===== config.mk =====
export PLATFORM = sky130hd
export DESIGN_NAME = text_console_cursor_control
export DESIGN_NICKNAME = d
export VERILOG_FILES = /design/src/rtl/tccc_pkg.sv /design/src/rtl/tccc_dp.sv /design/src/rtl/tccc_ctrl.sv /design/src/rtl/text_console_cursor_control.sv
export SDC_FILE = /design/constraint.sdc
export NUM_CORES = 1
export LEC_CHECK = 0
export BUFFER_PORTS_ARGS = -buffer_cell sky130_fd_sc_hd__buf_2
export CORE_ASPECT_RATIO = 1.1
export CORE_UTILIZATION = 52
export DETAILED_ROUTE_END_ITERATION = 10
export PLACE_DENSITY = 0.75
export SLEW_MARGIN = 20
export SYNTH_ARGS = -nofsm -noshare
export SYNTH_HDL_FRONTEND = slang
export SYNTH_SLANG_ARGS = --single-unit

===== constraint.sdc =====
create_clock -name clk -period 2.3 [get_ports clk]
set_input_delay 0.46 -clock clk [delete_from_list [all_inputs] [get_ports clk]]
set_output_delay 0.46 -clock clk [all_outputs]
set_load 0.02 [all_outputs]

===== src/rtl/tccc_pkg.sv =====
`timescale 1ns / 1ps
`default_nettype none

package tccc_pkg;

	// Screen geometry
	localparam int COLUMNS = 60;
	localparam int ROWS    = 20;

	// Field widths
	localparam int COL_W  = 6;
	localparam int ROW_W  = 5;
	localparam int CHAR_W = 8;

	// Display command codes
	typedef enum logic [1:0] {
		CMD_POSITION = 2'd0,
		CMD_WRITE    = 2'd1,
		CMD_CLEAR    = 2'd2,
		CMD_SCROLL   = 2'd3
	} cmd_code_t;

	// Control characters
	localparam logic [CHAR_W-1:0] CH_FF    = 8'h0C;
	localparam logic [CHAR_W-1:0] CH_BS    = 8'h08;
	localparam logic [CHAR_W-1:0] CH_CR    = 8'h0D;
	localparam logic [CHAR_W-1:0] CH_LF    = 8'h0A;
	localparam logic [CHAR_W-1:0] CH_SPACE = 8'h20;

	typedef enum logic [2:0] {
		KIND_PRINT,
		KIND_FF,
		KIND_BS,
		KIND_CR,
		KIND_LF
	} char_kind_t;

	typedef enum logic [1:0] {COL_HOLD, COL_ZERO, COL_DEC, COL_INC} col_op_t;
	typedef enum logic [1:0] {ROW_HOLD, ROW_ZERO, ROW_INC} row_op_t;
	typedef enum logic [1:0] {LINE_HOLD, LINE_CLR, LINE_INC} line_op_t;
	typedef enum logic {CSEL_ZERO, CSEL_CUR} col_sel_t;
	typedef enum logic [1:0] {RSEL_ZERO, RSEL_CUR, RSEL_NEXT, RSEL_LINE} row_sel_t;
	typedef enum logic [1:0] {GSEL_ZERO, GSEL_CHAR, GSEL_SPACE} glyph_sel_t;

	// Controller to datapath
	typedef struct packed {
		logic       load_char;
		col_op_t    col_op;
		row_op_t    row_op;
		line_op_t   line_op;
		logic       emit;
		cmd_code_t  cmd;
		col_sel_t   col_sel;
		row_sel_t   row_sel;
		glyph_sel_t glyph_sel;
		logic       last;
	} tccc_ctl_t;

	// Datapath to controller
	typedef struct packed {
		char_kind_t kind;
		logic       col_zero;
		logic       col_end;
		logic       row_bottom;
		logic       line_end;
		logic       out_free;
	} tccc_stat_t;

endpackage

`default_nettype wire


===== src/rtl/tccc_dp.sv =====
`timescale 1ns / 1ps
`default_nettype none

module tccc_dp import tccc_pkg::*; (
	input  wire logic              clk,
	input  wire logic              arst_n,
	input  wire logic [CHAR_W-1:0] char_code,
	input  wire tccc_ctl_t         ctl,
	output tccc_stat_t             stat,
	input  wire logic              cmd_stall,
	output logic                   cmd_valid,
	output logic [1:0]             command,
	output logic [COL_W-1:0]       column,
	output logic [ROW_W-1:0]       row,
	output logic [CHAR_W-1:0]      glyph,
	output logic                   last
);

	logic [COL_W-1:0]  col_q;
	logic [ROW_W-1:0]  row_q;
	logic [ROW_W-1:0]  line_q;
	logic [CHAR_W-1:0] char_q;
	logic              cmd_valid_q;
	logic [1:0]        command_q;
	logic [COL_W-1:0]  column_q;
	logic [ROW_W-1:0]  row_out_q;
	logic [CHAR_W-1:0] glyph_q;
	logic              last_q;

	logic [COL_W-1:0]  col_mux;
	logic [ROW_W-1:0]  row_mux;
	logic [CHAR_W-1:0] glyph_mux;
	char_kind_t        kind;

	// Classify the incoming byte
	always_comb begin
		case (char_code)
			CH_FF:   kind = KIND_FF;
			CH_BS:   kind = KIND_BS;
			CH_CR:   kind = KIND_CR;
			CH_LF:   kind = KIND_LF;
			default: kind = KIND_PRINT;
		endcase
	end

	// Status back to the controller
	assign stat.kind       = kind;
	assign stat.col_zero   = (col_q == '0);
	assign stat.col_end    = (col_q >= COL_W'(COLUMNS - 1));
	assign stat.row_bottom = (row_q >= ROW_W'(ROWS - 1));
	assign stat.line_end   = (line_q >= ROW_W'(ROWS - 1));
	assign stat.out_free   = !cmd_valid_q || !cmd_stall;

	// Cursor and clear-line counter
	always_ff @(posedge clk or negedge arst_n) begin
		if (!arst_n) begin
			col_q  <= '0;
			row_q  <= '0;
			line_q <= '0;
		end else begin
			case (ctl.col_op)
				COL_ZERO: col_q <= '0;
				COL_DEC:  col_q <= col_q - COL_W'(1);
				COL_INC:  col_q <= col_q + COL_W'(1);
				default:  col_q <= col_q;
			endcase
			case (ctl.row_op)
				ROW_ZERO: row_q <= '0;
				ROW_INC:  row_q <= row_q + ROW_W'(1);
				default:  row_q <= row_q;
			endcase
			case (ctl.line_op)
				LINE_CLR: line_q <= '0;
				LINE_INC: line_q <= line_q + ROW_W'(1);
				default:  line_q <= line_q;
			endcase
		end
	end

	// Held character for the write command
	always_ff @(posedge clk) begin
		if (ctl.load_char) begin
			char_q <= char_code;
		end
	end

	// Field selection for the next output word
	always_comb begin
		case (ctl.col_sel)
			CSEL_CUR: col_mux = col_q;
			default:  col_mux = '0;
		endcase
		case (ctl.row_sel)
			RSEL_CUR:  row_mux = row_q;
			RSEL_NEXT: row_mux = row_q + ROW_W'(1);
			RSEL_LINE: row_mux = line_q;
			default:   row_mux = '0;
		endcase
		case (ctl.glyph_sel)
			GSEL_CHAR:  glyph_mux = char_q;
			GSEL_SPACE: glyph_mux = CH_SPACE;
			default:    glyph_mux = '0;
		endcase
	end

	// Output register: valid flag
	always_ff @(posedge clk or negedge arst_n) begin
		if (!arst_n) begin
			cmd_valid_q <= 1'b0;
		end else if (ctl.emit) begin
			cmd_valid_q <= 1'b1;
		end else if (!cmd_stall) begin
			cmd_valid_q <= 1'b0;
		end
	end

	// Output register: payload
	always_ff @(posedge clk) begin
		if (ctl.emit) begin
			command_q <= ctl.cmd;
			column_q  <= col_mux;
			row_out_q <= row_mux;
			glyph_q   <= glyph_mux;
			last_q    <= ctl.last;
		end
	end

	assign cmd_valid = cmd_valid_q;
	assign command   = command_q;
	assign column    = column_q;
	assign row       = row_out_q;
	assign glyph     = glyph_q;
	assign last      = last_q;

endmodule

`default_nettype wire


===== src/rtl/tccc_ctrl.sv =====
`timescale 1ns / 1ps
`default_nettype none

module tccc_ctrl import tccc_pkg::*; (
	input  wire logic       clk,
	input  wire logic       arst_n,
	input  wire logic       char_valid,
	output logic            char_stall,
	input  wire tccc_stat_t stat,
	output tccc_ctl_t       ctl
);

	typedef enum logic [3:0] {
		S_IDLE,
		S_FF_POS,
		S_FF_CLR,
		S_BS_POS,
		S_BS_WR,
		S_POS_LAST,
		S_PR_WR,
		S_PR_RET,
		S_LF_POS,
		S_LF_SCROLL,
		S_LF_CLR
	} state_t;

	state_t state_q;
	state_t state_d;

	// A new byte is taken only between command runs
	assign char_stall = (state_q != S_IDLE);

	// Next state and datapath commands
	always_comb begin
		ctl     = '0;
		state_d = state_q;
		case (state_q)
			S_IDLE: begin
				if (char_valid) begin
					ctl.load_char = 1'b1;
					case (stat.kind)
						KIND_FF: begin
							ctl.col_op  = COL_ZERO;
							ctl.row_op  = ROW_ZERO;
							ctl.line_op = LINE_CLR;
							state_d     = S_FF_POS;
						end
						KIND_BS: begin
							// backspace at column zero does nothing
							if (!stat.col_zero) begin
								ctl.col_op = COL_DEC;
								state_d    = S_BS_POS;
							end
						end
						KIND_CR: begin
							ctl.col_op = COL_ZERO;
							state_d    = S_POS_LAST;
						end
						KIND_LF: state_d = S_LF_POS;
						default: state_d = S_PR_WR;
					endcase
				end
			end
			S_FF_POS: begin
				if (stat.out_free) begin
					ctl.emit    = 1'b1;
					ctl.cmd     = CMD_POSITION;
					ctl.col_sel = CSEL_CUR;
					ctl.row_sel = RSEL_CUR;
					state_d     = S_FF_CLR;
				end
			end
			S_FF_CLR: begin
				if (stat.out_free) begin
					ctl.emit    = 1'b1;
					ctl.cmd     = CMD_CLEAR;
					ctl.row_sel = RSEL_LINE;
					ctl.line_op = LINE_INC;
					if (stat.line_end) begin
						ctl.last = 1'b1;
						state_d  = S_IDLE;
					end
				end
			end
			S_BS_POS: begin
				if (stat.out_free) begin
					ctl.emit    = 1'b1;
					ctl.cmd     = CMD_POSITION;
					ctl.col_sel = CSEL_CUR;
					ctl.row_sel = RSEL_CUR;
					state_d     = S_BS_WR;
				end
			end
			S_BS_WR: begin
				if (stat.out_free) begin
					ctl.emit      = 1'b1;
					ctl.cmd       = CMD_WRITE;
					ctl.glyph_sel = GSEL_SPACE;
					state_d       = S_POS_LAST;
				end
			end
			S_POS_LAST: begin
				if (stat.out_free) begin
					ctl.emit    = 1'b1;
					ctl.cmd     = CMD_POSITION;
					ctl.col_sel = CSEL_CUR;
					ctl.row_sel = RSEL_CUR;
					ctl.last    = 1'b1;
					state_d     = S_IDLE;
				end
			end
			S_PR_WR: begin
				if (stat.out_free) begin
					ctl.emit      = 1'b1;
					ctl.cmd       = CMD_WRITE;
					ctl.glyph_sel = GSEL_CHAR;
					if (stat.col_end) begin
						state_d = S_PR_RET;
					end else begin
						ctl.col_op = COL_INC;
						ctl.last   = 1'b1;
						state_d    = S_IDLE;
					end
				end
			end
			S_PR_RET: begin
				// wrap: carriage return, then line feed
				if (stat.out_free) begin
					ctl.emit    = 1'b1;
					ctl.cmd     = CMD_POSITION;
					ctl.col_sel = CSEL_ZERO;
					ctl.row_sel = RSEL_CUR;
					ctl.col_op  = COL_ZERO;
					state_d     = S_LF_POS;
				end
			end
			S_LF_POS: begin
				// row one past the bottom is shown before the scroll
				if (stat.out_free) begin
					ctl.emit    = 1'b1;
					ctl.cmd     = CMD_POSITION;
					ctl.col_sel = CSEL_CUR;
					ctl.row_sel = RSEL_NEXT;
					if (stat.row_bottom) begin
						state_d = S_LF_SCROLL;
					end else begin
						ctl.row_op = ROW_INC;
						ctl.last   = 1'b1;
						state_d    = S_IDLE;
					end
				end
			end
			S_LF_SCROLL: begin
				if (stat.out_free) begin
					ctl.emit = 1'b1;
					ctl.cmd  = CMD_SCROLL;
					state_d  = S_LF_CLR;
				end
			end
			S_LF_CLR: begin
				if (stat.out_free) begin
					ctl.emit    = 1'b1;
					ctl.cmd     = CMD_CLEAR;
					ctl.row_sel = RSEL_CUR;
					state_d     = S_POS_LAST;
				end
			end
			default: state_d = S_IDLE;
		endcase
	end

	// State register
	always_ff @(posedge clk or negedge arst_n) begin
		if (!arst_n) begin
			state_q <= S_IDLE;
		end else begin
			state_q <= state_d;
		end
	end

endmodule

`default_nettype wire


===== src/rtl/text_console_cursor_control.sv =====
`timescale 1ns / 1ps
`default_nettype none

// Text console cursor control for a 60 by 20 cell display. Each character
// byte taken on the char channel produces a run of display command words
// (set position, write character, clear line, scroll up) on the cmd channel,
// the final word of a run flagged by last; a backspace at column zero
// produces none. A run is one command word for most bytes, three for a
// backspace, four for a line feed that scrolls, 21 for a form feed and up
// to six for a character that wraps at the bottom row. The controller
// sequences one command word per cycle into the single output register
// while that register is free of a stalled word, and takes the next byte
// once a run is fully issued. Downstream stall holds a run until the
// output register is free.
module text_console_cursor_control import tccc_pkg::*; (
	input  wire logic              clk,
	input  wire logic              arst_n,
	input  wire logic              char_valid,
	output logic                   char_stall,
	input  wire logic [CHAR_W-1:0] char_code,
	output logic                   cmd_valid,
	input  wire logic              cmd_stall,
	output logic [1:0]             command,
	output logic [COL_W-1:0]       column,
	output logic [ROW_W-1:0]       row,
	output logic [CHAR_W-1:0]      glyph,
	output logic                   last
);

	tccc_ctl_t  ctl;
	tccc_stat_t stat;

	tccc_ctrl u_ctrl (
		.clk        (clk),
		.arst_n     (arst_n),
		.char_valid (char_valid),
		.char_stall (char_stall),
		.stat       (stat),
		.ctl        (ctl)
	);

	tccc_dp u_dp (
		.clk       (clk),
		.arst_n    (arst_n),
		.char_code (char_code),
		.ctl       (ctl),
		.stat      (stat),
		.cmd_stall (cmd_stall),
		.cmd_valid (cmd_valid),
		.command   (command),
		.column    (column),
		.row       (row),
		.glyph     (glyph),
		.last      (last)
	);

endmodule

`default_nettype wire


# == Yosys cells after proc, flatten, opt, wreduce, memory -nomap -nowiden ==
# Cells that the tools add are included.
# op_classes
magnitude_cmp,3
n_addsub,4
muxes,58
reduce_logical,14
n_eq_ne,43
# op_table
op,count
$mux 4,13
$pmux 4 s10,1
$eq 8x4->1 const B,4
$pmux 3 s7,1
$ne 2x2->1 const B,10
$pmux 5 s2,2
$mux 6,3
$pmux 6 s3,1
$eq 4x3->1 const B,4
$mux 2,8
$pmux 2 s2,4
$pmux 4 s4,1
$pmux 8 s2,1
$mux 3,5
$pmux 5 s3,1
$eq 2x2->1 const B,7
$eq 4x4->1 const B,3
$pmux 3 s4,1
$reduce_and 12->1,1
$add 5x1->5 const B,2
$eq 2x1->1 const B,5
$ge 5x5->1 const B,2
$mux 1,10
$pmux 2 s5,1
other kinds (24),31
# totals
word_cells,133
output_inout_bits,24
input_bits,12
reg_bits,51

# == Depth between registers and ports, before layout ==
# Gate-level depths: netlist (run 1).
# logic_depth
word_depth,9
ltp_mapped,12
depth_no_buf,10

# == Modules after synthesis ==
# A second synthesis (run 1) with hierarchy kept.
# hier_totals
cells_unflattened,281
hier_area_um2,2850.2
# modules_own_cells
mod,instances,cells_per_inst,area_per_inst_um2
tccc_dp,1,186,2213.4
tccc_ctrl,1,95,636.9

# == Worst setup path before layout (run 1) ==
# OpenSTA, ideal clock, no wires.
# synth_timing
path_kind,register -> register
from,reg u_ctrl.state_q[3]
to,reg u_dp.col_q[5]
stages_incl_launch_ff,11
setup_slack_ps,-212
period_less_slack_ps,2512
arrival_ps,2383
t_required_ps,2171
setup_ps,129
cell_sequence,dfrtp_1 -> and2b_4 -> and3_1 -> buf_2 -> nand2_1 -> ha_1 -> a211oi_1 -> o21bai_1 -> a2111oi_4 -> o22a_1 -> a21oi_1
# synth_between
elab_chain_cells,4
word_cells_on_any_way,9
cone_classes,eq/ne (5); mux (2); reduce/logical (2)
# synth_rtl
item,line,text
from (decl),tccc_ctrl.sv:27,state_t state_q;
from (signal assigned),tccc_ctrl.sv:177,state_q <= state_d;
$eq 4x3->1 or $logic_not 4->1 (tied branches),tccc_ctrl.sv:37,case (state_q)
$pmux 2 s3 (*),tccc_ctrl.sv:37,
$eq 2x2->1 or $eq 2x1->1 (tied branches),tccc_dp.sv:61,case (ctl.col_op)
$pmux 6 s3 or $reduce_bool 3->1 (tied branches),n/a,
to (signal assigned),tccc_dp.sv:63,COL_DEC: col_q <= col_q - COL_W'(1);
to (signal assigned),tccc_dp.sv:64,COL_INC: col_q <= col_q + COL_W'(1);
to (signal assigned),tccc_dp.sv:65,default: col_q <= col_q;
to (decl),tccc_dp.sv:19,logic [COL_W-1:0] col_q;
# Every way passes the cells marked *; elsewhere a longest branch is shown, timed or not.
# A chain may end at the register's enable or synchronous reset.

# == Worst setup path in the final report (run 1) ==
# Same ends and word-level chain as after synthesis.

==> results of run 1 <==
## routing by layer
layer  routed length [µm]  vias up
met5                    0        -
met1                 2882     1094
met2                 3060       84
met3                  343        8
met4                   99        0
li1                     -     1131
## critical path: stages, from the launching register on
cell and delay [ns]:
dfrtp_1 0.39, and2b_4 0.27, and3_4 0.24, nand2_8 0.08, ha_4 0.22, a211oi_2 0.19
o21bai_2 0.13, a2111oi_4 0.41, o22a_1 0.20, a21oi_2 0.06
## sequential cells by signal, indices dropped and copies added (netlist names)
name / flops
u_dp.last: 1
u_dp.row: 5
u_dp.command: 2
u_dp.cmd_valid: 1
u_dp.char_q: 8
u_dp.row_q: 5
u_dp.col_q: 6
u_dp.glyph: 8
u_dp.column: 6
u_dp.line_q: 5
u_ctrl.state_q: 4
## what timing repair did
action	4_1_cts	5_1_grt
gates cloned	0	0
gates resized for setup	2	6
hold endpoints to repair	0	0
endpoints found under the setup margin	1	4
setup buffers	0	4
pin swaps	0	5
## path summary, 6_finish.rpt
check	from	to	slack (ns)	depth (start not counted)
hold / removal	arst_n	u_ctrl.state_q[2]$_DFFE_PN0P_	0.1	1
hold reg to reg	u_dp.char_q[7]$_DFFE_PP_	u_dp.glyph[7]$_DFFE_PP_	0.53	1
max in group asynchronous	arst_n	u_dp.cmd_valid$_DFFE_PN0P_	1.87	1
min in group clk	char_code[5]	u_dp.char_q[5]$_DFFE_PP_	0.37	1
setup reg to reg	u_ctrl.state_q[3]$_DFFE_PN0P_	u_dp.col_q[5]$_DFFE_PN0P_	-0.002	9
setup / recovery	u_ctrl.state_q[3]$_DFFE_PN0P_	u_dp.col_q[5]$_DFFE_PN0P_	-0.002	9
## layout by cell type, fill, tap and decap left out, types with 8 or more instances in the layout
master | Yosys | layout
nand2_1 | 20 | 19
edfxtp_1 | 30 | 30
nand3_1 | 11 | 11
buf_4 | 0 | 29
a21oi_1 | 12 | 11
dfrtp_1 | 21 | 21
nor2_1 | 24 | 23
ha_1 | 10 | 8
o21ai_0 | 13 | 12
buf_2 | 5 | 35
and2_1 | 14 | 14
inv_1 | 15 | 15
## logic make-up (layout without fill, tap and decap cells)
kind of cell / Yosys count / in the layout / share of synthesized area, %
xor+xnor: 6 / 6 / 1.793
buf+inv: 27 / 87 / 4.182
flops: 51 / 51 / 48.66
compound gates: 66 / 66 / 17.20
simple gates: 107 / 107 / 20.61
mux: 7 / 7 / 2.603
fa+ha+maj: 11 / 11 / 4.951
## area by class of cell
type | count | area [µm²]
Fill cell | 447 | 1888
Clock buffer | 5 | 68.82
Sequential cell | 51 | 1426
Timing Repair Buffer | 64 | 392.9
Tap cell | 75 | 93.84
Inverter | 15 | 56.30
Multi-Input combinational cell | 197 | 1449
Clock inverter | 3 | 20.02
## power groups by stage
stage,Combinational [mW],Sequential [mW],Clock (mW)
floorplan,1.20,1.77,0
global placement,2.09,1.48,0
detailed placement,2.13,1.49,0
CTS,2.16,1.47,0.514
global route,2.46,1.50,0.555
finish,2.25,1.46,0.513
==> run_results.csv, run 1 <==
group,metric,value,unit
place,dp.cells,398,
grt,gr-max-usage-layer,"met2",
cts,clock_latency,0.31,ns
grt,use_met2,36.06,%
worst_setup_path,cp-end-kind,"register",
logic_synthesis,synth_nets,298,
cells_and_area,diodes,0,
sta,fmax,434.4,MHz
grt,use_met1,31.78,%
sta,tns,-0.002099,ns
logic_synthesis,ys.flop_type,"edfxtp_1",
worst_setup_path,cp_max_fo,6,
cells_and_area,area_growth,19.63,%
power,p_int,2.484,mW
drt,drtAntennaViolNets,0,
cts,holdBufCountCts,0,
place,dpl_cell_area,3357,µm²
logic_synthesis,avgSynthCellArea,10.66,µm²
grt,grt_overflow,0,
drt,drc,0,
run,max-cap-violations,0,
floorplanning,die_area,5942,µm²
power,combPwrFrac,53.3,%
grt,grt_usage,22.70,%
floorplanning,initial_utilization,54.34,%
logic_synthesis,synth_cell_types,58,
place,gp_congestion,0.8965,
power,p_per_area,1206,nW/µm²
logic_synthesis,synth-async-reset-ratio,41.18,%
sta,finalWorstSetupSlack,-0.002099,ns
logic_synthesis,synth_common_cells,"edfxtp_1 (30), nor2_1 (24), dfrtp_1 (21)",
floorplanning,dieHeight,80.75,µm
sta,slew_viol_final,0,
cts,clkTransAtPathRegs,0.09,ns
grt,grt_pass1_wl,10.32,mm
cells_and_area,nets,357,
logic_synthesis,syn-cell-area,2932,µm²
logic_synthesis,synth_area_leaders,"edfxtp_1 (31%), dfrtp_1 (18%), ha_1 (4.3%), nor2_1 (3.1%), and2_1 (3.0%)",
cells_and_area,postLayoutCoreUtil,65.00,%
power,ir_drop,0.5796,mV
cells_and_area,finalInstanceArea,3507,µm²
cts,clock-sinks,51,
drt,drt-vias-per-instance,5.651,
outcome,outcome,"finished, violations left",
logic_synthesis,ys_ff_latch,51,
outcome,violations,"negative setup slack",
drt,wl_per_cell,15.58,µm
drt,dr.pass1.iters,5,
worst_setup_path,cp_data_arrival_time,2.50,ns
sta,rsz0062_at_grt,"yes",
cts,htree_levels,2,
worst_setup_path,start_kind,"register",
worst_setup_path,critPathKind,"reg2reg",
cells_and_area,layout.cells.non_filler,410,
sta,max-slew-margin-rel,32.54,%
drt,wirelength,6.386,mm
cts,cts_root_buffer,"clkbuf_8",
power,p_sw_share,41.25,%
sta,final.period_utilization,100.1,%
sta,period_minus_slack,2.302,ns
power,p_leak,1.496,nW
power,p_clk_share,12.1,%
sta,hold_slack,0.09593,ns
grt,use_met3,3.474,%
cts,cts_buffer_depth,2,
drt,dr.first_iter.drc_count,234,
logic_synthesis,yosys_warnings,0,
power,power,4.228,mW
sta,setup_viol,1,
logic_synthesis,yosysMostFrequentCell,"edfxtp_1",
drt,vias,2317,
sta,skew,0.01055,ns
grt,grt_max_degree,23,
sta,finalHoldViolations,0,
place,port_buffers,35,
logic_synthesis,synth_top_area_share,30.73,%
floorplanning,die_w,73.59,µm
power,power_frac_seq,34.5,%
logic_synthesis,yosysTopAreaCell,"edfxtp_1",
power,p_switching,1.744,mW
cts,cts_tree,"yes",
logic_synthesis,syn_inst,275,
grt,antenna_found_initial,0,
place,dp_slack,-0.04500,ns
min_path,hold_path_class,"in2async",
logic_synthesis,synth-edff-count,30,
cts,cts_buffers,5,
worst_setup_path,required,2.50,ns
logic_synthesis,ys_seq_area_share,48.66,%
cells_and_area,layout-drive-gt1-share,28.96,%
floorplanning,row_count,28,
place,hpwl,4.694,mm
floorplanning,fp.coreArea,5395,µm²
floorplanning,io_pins,36,
sta,tightest_slew,1.011,ns
grt,grt_pass1_vias,2200,
Note: power is estimated with default switching activity, not from simulation.
==> run 2: changes to the inputs <==
--- a/config.mk
+++ b/config.mk
@@ -9,8 +9,9 @@
 export CORE_ASPECT_RATIO = 1.1
 export CORE_UTILIZATION = 52
 export DETAILED_ROUTE_END_ITERATION = 10
-export PLACE_DENSITY = 0.75
+export PLACE_DENSITY = 0.76
 export SLEW_MARGIN = 20
 export SYNTH_ARGS = -nofsm -noshare
 export SYNTH_HDL_FRONTEND = slang
+export SYNTH_HIERARCHICAL = 1
 export SYNTH_SLANG_ARGS = --single-unit
==> constraint.sdc (replaced) <==
create_clock -name clk -period 2.3 [get_ports clk]
set_input_delay 0 -clock clk [delete_from_list [all_inputs] [get_ports clk]]
set_output_delay 0 -clock clk [all_outputs]
set_load 0.02 [all_outputs]
==> run_results.csv, run 2 <==
group,metric,value,unit
logic_synthesis,yosys_warnings,6,
grt,grt_overflow,0,
place,hpwl,4.733,mm
logic_synthesis,syn-cell-area,2850,µm²
grt,grt_pass1_wl,10.28,mm
grt,grt_usage,23.34,%
floorplanning,die_area,5782,µm²
cts,cts_buffers,5,
cells_and_area,finalInstanceArea,3842,µm²
drt,drt-vias-per-instance,5.501,
cells_and_area,final_cell_mix,"buf_4 (57), buf_2 (35), edfxtp_1 (30), nand2_1 (25), o21ai_0 (23)",
drt,dr.first_iter.drc_count,147,
floorplanning,fp.coreArea,5135,µm²
worst_setup_path,start_kind,"register",
sta,finalHoldViolations,0,
cts,cts_root_buffer,"clkbuf_8",
worst_setup_path,r2r-end,"u_dp/col_q[4]$_DFFE_PN0P_",
worst_setup_path,r2r_cells,10,
floorplanning,row_count,27,
power,p_leak,1.660,nW
cts,cts_tree,"yes",
cells_and_area,postLayoutCoreUtil,74.83,%
logic_synthesis,yosysMostFrequentCell,"edfxtp_1",
logic_synthesis,synth-edff-count,30,
logic_synthesis,syn_inst,281,
floorplanning,initial_utilization,55.51,%
cells_and_area,diodes,0,
cts,clkTransAtPathRegs,0.09,ns
sta,finalWorstSetupSlack,-0.3005,ns
sta,period_minus_slack,2.600,ns
cells_and_area,layout.cells.non_filler,453,
place,dpl_cell_area,3550,µm²
logic_synthesis,ys.flop_type,"edfxtp_1",
drt,drc,0,
floorplanning,dieHeight,79.65,µm
floorplanning,die_w,72.59,µm
logic_synthesis,synth_nets,304,
outcome,violations,"negative setup slack",
min_path,hold_depth,4,
sta,rsz0062_at_grt,"yes",
cells_and_area,layout-drive-gt1-share,33.60,%
drt,vias,2492,
sta,slew_viol_final,0,
worst_setup_path,r2r_slack,-0.30,ns
logic_synthesis,synth_top_area_share,31.61,%
drt,dr.pass1.iters,5,
logic_synthesis,synth_area_leaders,"edfxtp_1 (32%), dfrtp_1 (18%), o21ai_0 (4.6%), ha_1 (4.4%), nand2_1 (3.6%)",
place,port_buffers,35,
power,p_per_area,1216,nW/µm²
sta,max-slew-margin-rel,67.61,%
cells_and_area,nets,403,
power,ir_drop,0.7437,mV
sta,hold_slack,0.1011,ns
logic_synthesis,synth_cell_types,54,
min_path,min-delay-start,"cmd_stall",
sta,final.period_utilization,113.1,%
run,max-cap-violations,0,
sta,tightest_slew,0.4858,ns
outcome,outcome,"finished, violations left",
logic_synthesis,synth-async-reset-ratio,41.18,%
cts,clock_latency,0.30,ns
cts,cts_buffer_depth,2,
place,gp_congestion,0.8654,
grt,grt_pass1_vias,2275,
cts,clock-sinks,51,
cts,htree_levels,2,
logic_synthesis,synth_common_cells,"edfxtp_1 (30), nand2_1 (27), o21ai_0 (26)",
place,dp.cells,431,
cells_and_area,layout_commonest_cell,"buf_4",
sta,skew,0.006850,ns
worst_setup_path,cp_data_arrival_time,2.80,ns
logic_synthesis,yosysTopAreaCell,"edfxtp_1",
worst_setup_path,critPathKind,"reg2reg",
worst_setup_path,crit-reg2reg-launch,"u_dp/col_q[3]$_DFFE_PN0P_",
grt,grt_max_degree,23,
min_path,hold_path_class,"in2reg",
cells_and_area,area_growth,34.81,%
worst_setup_path,startpoint,"u_dp/col_q[3]$_DFFE_PN0P_",
floorplanning,io_pins,36,
logic_synthesis,avgSynthCellArea,10.14,µm²
sta,setup_viol,4,
worst_setup_path,cp_max_fo,5,
sta,fmax,384.5,MHz
drt,drtAntennaViolNets,0,
drt,wl_per_cell,14.42,µm
logic_synthesis,ys_seq_area_share,50.04,%
grt,antenna_found_initial,0,
worst_setup_path,cp-end-kind,"register",
worst_setup_path,required,2.50,ns
drt,wirelength,6.532,mm
min_path,min_to,"u_dp/cmd_valid$_DFFE_PN0P_",
logic_synthesis,ys_ff_latch,51,
-- run 2: metrics by stage --
stage	total power, mW	worst slack (ns)	TNS [ns]
global placement	3.824	-0.2458	-1.391
detailed placement	3.897	-0.2778	-1.295
CTS	4.581	-0.3497	-1.049
floorplan	3.061	-0.2420	-0.4307
finish	4.672	-0.3005	-0.7530
global route	4.962	-0.4014	-1.199
-- run 2: logic make-up after synthesis --
family | count (synthesis) | share of synthesized area [%]
buffers and inverters | 25 | 3.424
AOI/OAI and AO/OA | 72 | 17.47
xor gates and xnor gates | 6 | 1.844
muxes | 5 | 1.800
DFF | 51 | 50.04
adders and majority gates | 11 | 5.092
and+or+nand+nor | 111 | 20.33
-- run 2: repair_timing --
item	CTS	global route
buffers inserted	1	4
hold buffers	9	0
endpoints found under the setup margin	4	16
hold endpoints to repair	29	0
pin swaps	3	7
gates resized for setup	4	11
-- run 2: worst max-delay path, cell delays in order, from the launching register on --
cell and delay, ns:
dfrtp_1 0.39, or4_4 0.55, nor3_4 0.14, inv_1 0.06
a31o_2 0.22, nand2_4 0.10, ha_4 0.21, nor2b_1 0.12
o21a_1 0.17, or3_1 0.31, a32o_1 0.22
-- run 2: worst max path at each step --
stage                           endpoint  slack [ns]  cells after the start
2_1_floorplan  u_dp/col_q[4]$_DFFE_PN0P_       -0.24                     10
3_3_place_gp   u_dp/col_q[4]$_DFFE_PN0P_       -0.25                     14
3_5_place_dp   u_dp/col_q[4]$_DFFE_PN0P_       -0.28                     11
4_1_cts        u_dp/col_q[4]$_DFFE_PN0P_       -0.35                     10
5_1_grt        u_dp/col_q[4]$_DFFE_PN0P_       -0.40                     10
6_report       u_dp/col_q[4]$_DFFE_PN0P_       -0.30                     10
-- run 2: report_power, final --
group | internal (mW) | switching (mW)
clock | 0.324 | 0.287
sequential | 1.40 | 0.144
combinational | 1.08 | 1.44
-- run 2: cell type report --
| cell class | count | area (µm²) |
|---|---|---|
| fill | 364 | 1292 |
| multi-input combinational | 205 | 1454 |
| sequential | 51 | 1429 |
| clock buffer | 5 | 68.82 |
| inverter | 16 | 65.06 |
| clock inverter | 3 | 42.54 |
| tap | 72 | 90.09 |
| timing repair buffer | 101 | 693.2 |
-- run 2: layer usage --
layer  wire length (µm)  up-vias  global-route usage [%]  share of wire, %
met1               2802     1172                   29.16                43
met5                  0        -                       0                 0
met4                129        0                   8.235               2.0
li1                   -     1215                       -                 -
met3                313       13                   4.040               4.8
met2               3287       92                   40.37                50
